==> src/assert_macros.svh <==
// Assertion macros used by the RTL of the serial ring buffer block.
`ifndef ASSERT_MACROS_SVH
`define ASSERT_MACROS_SVH

`ifndef SYNTHESIS

// Checks a property on every rising clock edge outside reset.
`define ASSERT_PROP(lbl, clk, rst_n, prop) \
  lbl: assert property (@(posedge clk) disable iff (!(rst_n)) (prop)) \
    else $error("assertion failed");

// Checks that a condition never holds on a rising clock edge outside reset.
`define ASSERT_NEVER(lbl, clk, rst_n, cond) \
  lbl: assert property (@(posedge clk) disable iff (!(rst_n)) !(cond)) \
    else $error("forbidden condition seen");

`else

`define ASSERT_PROP(lbl, clk, rst_n, prop)
`define ASSERT_NEVER(lbl, clk, rst_n, cond)

`endif

`endif

==> src/srtrb_pkg.sv <==
// Package with opcodes, field widths and the result word type of the ring buffer block.
package srtrb_pkg;

  localparam int unsigned OpW   = 3;
  localparam int unsigned ByteW = 8;
  localparam int unsigned FillW = 5;

  localparam logic [OpW-1:0] OP_RX_PUSH = 3'd0;
  localparam logic [OpW-1:0] OP_RX_POP  = 3'd1;
  localparam logic [OpW-1:0] OP_TX_PUSH = 3'd2;
  localparam logic [OpW-1:0] OP_TX_DONE = 3'd3;
  localparam logic [OpW-1:0] OP_SERVICE = 3'd4;

  localparam int unsigned InDataW  = 16;
  localparam int unsigned OutDataW = 32;

  typedef struct packed {
    logic             sending;
    logic [FillW-1:0] tx_fill;
    logic [FillW-1:0] rx_fill;
    logic [ByteW-1:0] launch_byte;
    logic             launch;
    logic             read_valid;
    logic [ByteW-1:0] read_byte;
  } res_t;

  localparam int unsigned ResW = $bits(res_t);

endpackage

==> src/serial_rx_tx_ring_buffers_top.sv <==
// Receive and transmit byte ring buffers with a transmit-busy flag.
//
// Channel   Dir  Fields of tdata, lowest bit first
// s_axis    in   opcode[2:0], data_byte[10:3], zero fill to 16 bits
// m_axis    out  read_byte[7:0], read_valid[8], launch[9], launch_byte[17:10],
//                rx_fill[22:18], tx_fill[27:23], sending[28], zero fill to 32 bits
//
// A word that pops a buffer first reads the synchronous store, then loads the result
// register. Every other word loads the result register directly.
// Reset clears pointers, levels, the busy flag and the result register.
// The result register frees the input side as soon as the result is taken.
`include "assert_macros.svh"

module serial_rx_tx_ring_buffers_top
  import srtrb_pkg::*;
#(
  parameter int unsigned RX_DEPTH = 16,
  parameter int unsigned TX_DEPTH = 16
) (
  input  logic                clk_i,
  input  logic                rst_ni,
  input  logic                s_axis_tvalid_i,
  output logic                s_axis_tready_o,
  input  logic [InDataW-1:0]  s_axis_tdata_i,   // opcode, data_byte
  output logic                m_axis_tvalid_o,
  input  logic                m_axis_tready_i,
  output logic [OutDataW-1:0] m_axis_tdata_o    // read_byte, read_valid, launch,
                                                // launch_byte, rx_fill, tx_fill, sending
);

  localparam int unsigned RxPw = (RX_DEPTH > 1) ? $clog2(RX_DEPTH) : 1;
  localparam int unsigned TxPw = (TX_DEPTH > 1) ? $clog2(TX_DEPTH) : 1;
  localparam int unsigned RxLw = $clog2(RX_DEPTH + 1);
  localparam int unsigned TxLw = $clog2(TX_DEPTH + 1);

  localparam logic ST_IDLE = 1'b0;
  localparam logic ST_READ = 1'b1;

  logic [ByteW-1:0] rx_mem [RX_DEPTH];
  logic [ByteW-1:0] tx_mem [TX_DEPTH];
  logic [ByteW-1:0] rx_rdata_q, tx_rdata_q;

  logic            state_q, state_d;
  logic [RxPw-1:0] rx_wp_q, rx_wp_d, rx_rp_q, rx_rp_d, rx_wp_nxt, rx_rp_nxt;
  logic [TxPw-1:0] tx_wp_q, tx_wp_d, tx_rp_q, tx_rp_d, tx_wp_nxt, tx_rp_nxt;
  logic [RxLw-1:0] rx_lvl_q, rx_lvl_d;
  logic [TxLw-1:0] tx_lvl_q, tx_lvl_d;
  logic            busy_q, busy_d;
  logic            out_vld_q, out_vld_d;
  res_t            out_q, out_d;
  logic            rx_we, tx_we, rx_re, tx_re;
  logic            accept;
  logic [OpW-1:0]  op;
  logic [ByteW-1:0] din;

  assign op     = s_axis_tdata_i[OpW-1:0];
  assign din    = s_axis_tdata_i[OpW+ByteW-1:OpW];
  assign s_axis_tready_o = (state_q == ST_IDLE) && (!out_vld_q || m_axis_tready_i);
  assign accept = s_axis_tvalid_i && s_axis_tready_o;

  assign m_axis_tvalid_o = out_vld_q;
  assign m_axis_tdata_o  = OutDataW'(out_q);

  assign rx_wp_nxt = (rx_wp_q == RxPw'(RX_DEPTH - 1)) ? '0 : rx_wp_q + 1'b1;
  assign rx_rp_nxt = (rx_rp_q == RxPw'(RX_DEPTH - 1)) ? '0 : rx_rp_q + 1'b1;
  assign tx_wp_nxt = (tx_wp_q == TxPw'(TX_DEPTH - 1)) ? '0 : tx_wp_q + 1'b1;
  assign tx_rp_nxt = (tx_rp_q == TxPw'(TX_DEPTH - 1)) ? '0 : tx_rp_q + 1'b1;

  always_comb begin
    state_d   = state_q;
    rx_wp_d   = rx_wp_q;
    rx_rp_d   = rx_rp_q;
    rx_lvl_d  = rx_lvl_q;
    tx_wp_d   = tx_wp_q;
    tx_rp_d   = tx_rp_q;
    tx_lvl_d  = tx_lvl_q;
    busy_d    = busy_q;
    out_d     = out_q;
    out_vld_d = out_vld_q;
    rx_we     = 1'b0;
    tx_we     = 1'b0;
    rx_re     = 1'b0;
    tx_re     = 1'b0;

    if (out_vld_q && m_axis_tready_i) begin
      out_vld_d = 1'b0;
    end

    unique case (state_q)
      ST_IDLE: begin
        if (accept) begin
          out_d = '0;
          unique case (op)
            OP_RX_PUSH: begin
              rx_we   = 1'b1;
              rx_wp_d = rx_wp_nxt;
              if (rx_lvl_q == RxLw'(RX_DEPTH)) begin
                rx_rp_d = rx_rp_nxt;
              end else begin
                rx_lvl_d = rx_lvl_q + 1'b1;
              end
            end
            OP_RX_POP: begin
              if (rx_lvl_q != '0) begin
                rx_re            = 1'b1;
                rx_rp_d          = rx_rp_nxt;
                rx_lvl_d         = rx_lvl_q - 1'b1;
                out_d.read_valid = 1'b1;
              end
            end
            OP_TX_PUSH: begin
              tx_we   = 1'b1;
              tx_wp_d = tx_wp_nxt;
              if (tx_lvl_q == TxLw'(TX_DEPTH)) begin
                tx_rp_d = tx_rp_nxt;
              end else begin
                tx_lvl_d = tx_lvl_q + 1'b1;
              end
            end
            OP_TX_DONE: begin
              busy_d = 1'b0;
            end
            OP_SERVICE: begin
              if (tx_lvl_q != '0 && !busy_q) begin
                tx_re        = 1'b1;
                tx_rp_d      = tx_rp_nxt;
                tx_lvl_d     = tx_lvl_q - 1'b1;
                busy_d       = 1'b1;
                out_d.launch = 1'b1;
              end
            end
            default: begin
            end
          endcase
          out_d.rx_fill = FillW'(rx_lvl_d);
          out_d.tx_fill = FillW'(tx_lvl_d);
          out_d.sending = busy_d;
          if (rx_re || tx_re) begin
            state_d = ST_READ;
          end else begin
            out_vld_d = 1'b1;
          end
        end
      end
      ST_READ: begin
        state_d   = ST_IDLE;
        out_vld_d = 1'b1;
        if (out_q.read_valid) begin
          out_d.read_byte = rx_rdata_q;
        end
        if (out_q.launch) begin
          out_d.launch_byte = tx_rdata_q;
        end
      end
      default: begin
        state_d = ST_IDLE;
      end
    endcase
  end

  always_ff @(posedge clk_i or negedge rst_ni) begin
    if (!rst_ni) begin
      state_q   <= ST_IDLE;
      rx_wp_q   <= '0;
      rx_rp_q   <= '0;
      rx_lvl_q  <= '0;
      tx_wp_q   <= '0;
      tx_rp_q   <= '0;
      tx_lvl_q  <= '0;
      busy_q    <= 1'b0;
      out_vld_q <= 1'b0;
      out_q     <= '0;
    end else begin
      state_q   <= state_d;
      rx_wp_q   <= rx_wp_d;
      rx_rp_q   <= rx_rp_d;
      rx_lvl_q  <= rx_lvl_d;
      tx_wp_q   <= tx_wp_d;
      tx_rp_q   <= tx_rp_d;
      tx_lvl_q  <= tx_lvl_d;
      busy_q    <= busy_d;
      out_vld_q <= out_vld_d;
      out_q     <= out_d;
    end
  end

  // A push is written at an earlier edge than any later pop can read, so no bypass is needed.
  always_ff @(posedge clk_i) begin
    if (rx_we) begin
      rx_mem[rx_wp_q] <= din;
    end
    if (rx_re) begin
      rx_rdata_q <= rx_mem[rx_rp_q];
    end
  end

  always_ff @(posedge clk_i) begin
    if (tx_we) begin
      tx_mem[tx_wp_q] <= din;
    end
    if (tx_re) begin
      tx_rdata_q <= tx_mem[tx_rp_q];
    end
  end

  `ASSERT_NEVER(rx_level_ovf, clk_i, rst_ni, rx_lvl_q > RxLw'(RX_DEPTH))
  `ASSERT_NEVER(tx_level_ovf, clk_i, rst_ni, tx_lvl_q > TxLw'(TX_DEPTH))
  `ASSERT_NEVER(read_out_clash, clk_i, rst_ni, state_q == ST_READ && out_vld_q)
  `ASSERT_PROP(launch_sets_busy, clk_i, rst_ni, out_vld_q && out_q.launch |-> out_q.sending)
  `ASSERT_PROP(read_follows_pop, clk_i, rst_ni, (rx_re || tx_re) |=> state_q == ST_READ)

endmodule

==> config.mk <==
export PLATFORM = sky130hd
export DESIGN_NAME = serial_rx_tx_ring_buffers_top
export DESIGN_NICKNAME = d
export VERILOG_FILES = /design/src/srtrb_pkg.sv /design/src/serial_rx_tx_ring_buffers_top.sv
export VERILOG_INCLUDE_DIRS = /design/src /design/src/src
export SDC_FILE = /design/constraint.sdc
export NUM_CORES = 1
export LEC_CHECK = 0
export BUFFER_PORTS_ARGS = -buffer_cell sky130_fd_sc_hd__buf_2
export CORE_ASPECT_RATIO = 1.25
export CORE_UTILIZATION = 30
export CTS_BUF_LIST = sky130_fd_sc_hd__clkbuf_4
export DETAILED_ROUTE_END_ITERATION = 7
export PLACE_DENSITY = 0.42
export SYNTH_ARGS = -nofsm -noshare
export SYNTH_HDL_FRONTEND = slang
export SYNTH_SLANG_ARGS = --single-unit
==> constraint.sdc <==
create_clock -name clk_i -period 2.6 [get_ports clk_i]
set_input_delay 0.52 -clock clk_i [delete_from_list [all_inputs] [get_ports clk_i]]
set_output_delay 0.52 -clock clk_i [all_outputs]
set_load 0.05 [all_outputs]
==> results.json <==
{
  "status": "finished clean",
  "nFillCells": 4055,
  "grt_antenna_before_repair": 2,
  "syn_area_per_cell_um2": 16.9,
  "max_slew.worst_pin.slew_ps": 831,
  "fp.dieArea_um2": 44100,
  "required_ps": 3060,
  "avgRoutedWirePerCell_um": 19.3,
  "ant_nets": 0,
  "vdd_drop_max_mv": 0.388,
  "io_buffers": 45,
  "synth_cell_type_count": 50,
  "htree_levels": 3,
  "clk_pin_slew_ps": 70,
  "areaGrowthSynthToFinish_pct": 17.9,
  "startpoint_type": "flop",
  "async_flop_share_pct": 14.7,
  "worstReg2RegStart": "tx_rp_q[0]",
  "setup_viol": 0,
  "seqCellArea_um2": 9350,
  "root_buffer": "clkbuf_4",
  "layout_commonest_cell": "edfxtp_1",
  "holdWs_ps": 159,
  "grt_pass1_wl_mm": 45.2,
  "grt_pass1_vias": 7545,
  "critPathArrivalTime_ps": 2760,
  "ys_ff_latch": 319,
  "wl_met3_mm": 1.21,
  "wl_met2_mm": 14.5,
  "viasPerCell": 4.64,
  "startpoint": "tx_rp_q[0]",
  "overflow": 0,
  "dr.pass1.iters": 4,
  "routed.top_layer": "met4",
  "max-cap-violations": 0,
  "clk_latency_ps": 760,
  "synth_edf_count": 272,
  "drc": 0,
  "synth_warnings": 0,
  "cts_tree": "built",
  "crit_chain": "mux4_2 -> nor2b_1 -> a211oi_1 -> buf_4 -> a21oi_1",
  "hold_path.class": "primary input to flop",
  "max_slew_margin_pct": 44.6,
  "clock_skew_ps": 45.4,
  "worstHoldStart": "s_axis_tdata_i[2]",
  "min_period_ps": 2300,
  "cts_num_sinks": 319,
  "rsz0062_at_grt": "false",
  "multi_input_area_um2": 3380,
  "ys_seq_area_share_pct": 72.0,
  "track_usage_pct": 14.0,
  "numCtsBuffers": 81,
  "fp.dieW_um": 188,
  "pin_count": 54,
  "tns_ps": 0,
  "cp_slowest_cell": "dfrtp_2",
  "clock.fmax_ghz": 0.436,
  "cts_max_path_buffers": 3,
  "path_buf_inv": 1,
  "path_class": "flop to flop",
  "start_util_pct": 30.6,
  "critPathMaxStageDelay_ps": 770,
  "totalWireLength_mm": 29.6,
  "netlist_instances": 767,
  "hpwl_mm": 18.4,
  "drive_gt1_share_pct": 30.5,
  "p_leak_nw": 5.52,
  "core_area_um2": 42400,
  "finalNetCount": 954,
  "fin_crit_sh_pct": 88.3,
  "total_power_mw": 14.2,
  "fp.dieH_um": 234,
  "slew_violations": 0,
  "syn-cell-area_um2": 13000,
  "hold_viol_final": 0,
  "critPathTopFamily": "flip-flops",
  "powerDensity_nw_per_um2": 927,
  "place_congestion": 0.756,
  "row_count": 84,
  "dr.first_iter.drc_count": 360,
  "ys.flop_type": "edfxtp_1",
  "ctsResizeCount": 0,
  "post-route-util_pct": 36.1,
  "endpoint_kind": "flop",
  "grt_max_degree": 37,
  "wl_met1_mm": 13.3,
  "layout_common_cells": "edfxtp_1 (272), clkbuf_4 (123), nand2_1 (65), buf_4 (55), mux4_2 (48)",
  "vias": 7107,
  "crit_fanout": 16
}
## final timing paths
kind	to	slack, ps	cells after the start
min in group asynchronous	m_axis_tdata_o[21]	340	2
worst max-delay path	tx_rdata_q[5]	300	5
worst max register to register	tx_rdata_q[5]	300	5
max in group asynchronous	rx_wp_q[1]	1540	3
worst min register to register	m_axis_tdata_o[1]	430	2
worst min-delay path	m_axis_tdata_o[28]	160	3
## stage by stage
| step | std cells | setup WS [ps] | instance area [µm²] |
|---|---|---|---|
| after floorplan | 769 | 122 | 13000 |
| after global placement | 1390 | 232 | 14200 |
| after detailed placement | 1390 | 217 | 14200 |
| after CTS | 1528 | 234 | 15300 |
| after global routing | 1531 | 169 | 15300 |
| final | 1531 | 305 | 15300 |
## area by class of cell
cell class,instances,share of cell area [%]
well taps,559,4.58
flip-flops and latches,319,61.1
diodes,3,0.0491
clock buffers,123,6.04
multi-input cells,398,22.1
clock inverters,13,0.884
inverters,9,0.221
repair buffers,107,4.96
## repair_timing
action                                 in CTS  in global routing
endpoints found under the hold margin      30                  0
hold buffers                                2                  0
setup buffers                               0                  0
## routing by layer
metal / global-route usage [%] / up-vias
li1: - / 3320
met1: 17.3 / 3563
met2: 23.6 / 176
met3: 3.18 / 48
met4: 5.64 / 0
met5: 0 / -
## synth_stat cells (2+ instances only)
cell type	count	area, µm²
nor2_2	2	12.5
buf_6	3	33.8
ha_1	16	200
a211oi_1	9	67.6
o21ai_0	15	75.1
nor2_1	33	124
and2_1	4	25.0
o31ai_1	2	15.0
edfxtp_1	272	8170
or4_1	2	15.0
nand2_1	65	244
xnor2_1	9	78.8
dfrtp_1	47	1180
nor2b_1	12	75.1
nand3_1	24	120
buf_4	5	37.5
mux2i_1	34	340
mux2_1	11	124
clkbuf_1	16	60.1
a31oi_1	4	25.0
fa_1	2	40.0
buf_2	12	60.1
buf_1	7	26.3
a22o_1	4	35.0
o21ai_1	12	60.1
and3_1	2	12.5
inv_1	9	33.8
mux2_2	3	33.8
nor3_1	11	55.1
xor2_1	4	35.0
nand2b_1	6	37.5
mux4_2	48	1080
a21oi_1	25	125
a221oi_1	8	70.1
a22oi_1	8	60.1
a21o_1	7	52.6
## power breakdown
group	switching [mW]	internal, mW	total, mW
Sequential	0.403	5.84	6.25
Combinational	1.95	1.59	3.53
Clock	1.96	2.44	4.39
Total	4.30	9.87	14.2
## state kept, by name, indices dropped and copies added, names as in the netlist, 4 cells and up
register	cells
rx_mem	128
tx_mem	128
m_axis_tdata_o	29
rx_rdata_q	8
tx_rdata_q	8
rx_rp_q	4
rx_wp_q	4
tx_rp_q	4
tx_wp_q	4
## kinds of logic after synthesis
family | count (synthesis) | synth area share, %
other | 1 | 0.0289
flip-flops | 319 | 72.0
XOR/XNOR | 13 | 0.878
multiplexers | 96 | 12.2
AO/OA/AOI/OAI | 98 | 4.86
buffers and inverters | 52 | 1.94
AND/OR/NAND/NOR | 170 | 6.23
adder cells (fa/ha/maj) | 18 | 1.85
## worst reg2reg max path, delay by kind of cell (launching register included)
kind / cells / cell delay [ps]
and+or+nand+nor: 1 / 150
AOI/OAI and AO/OA: 2 / 310
DFF: 1 / 770
muxes: 1 / 620
buffers and inverters: 1 / 180
No activity file was read; power rests on OpenSTA's default activity.
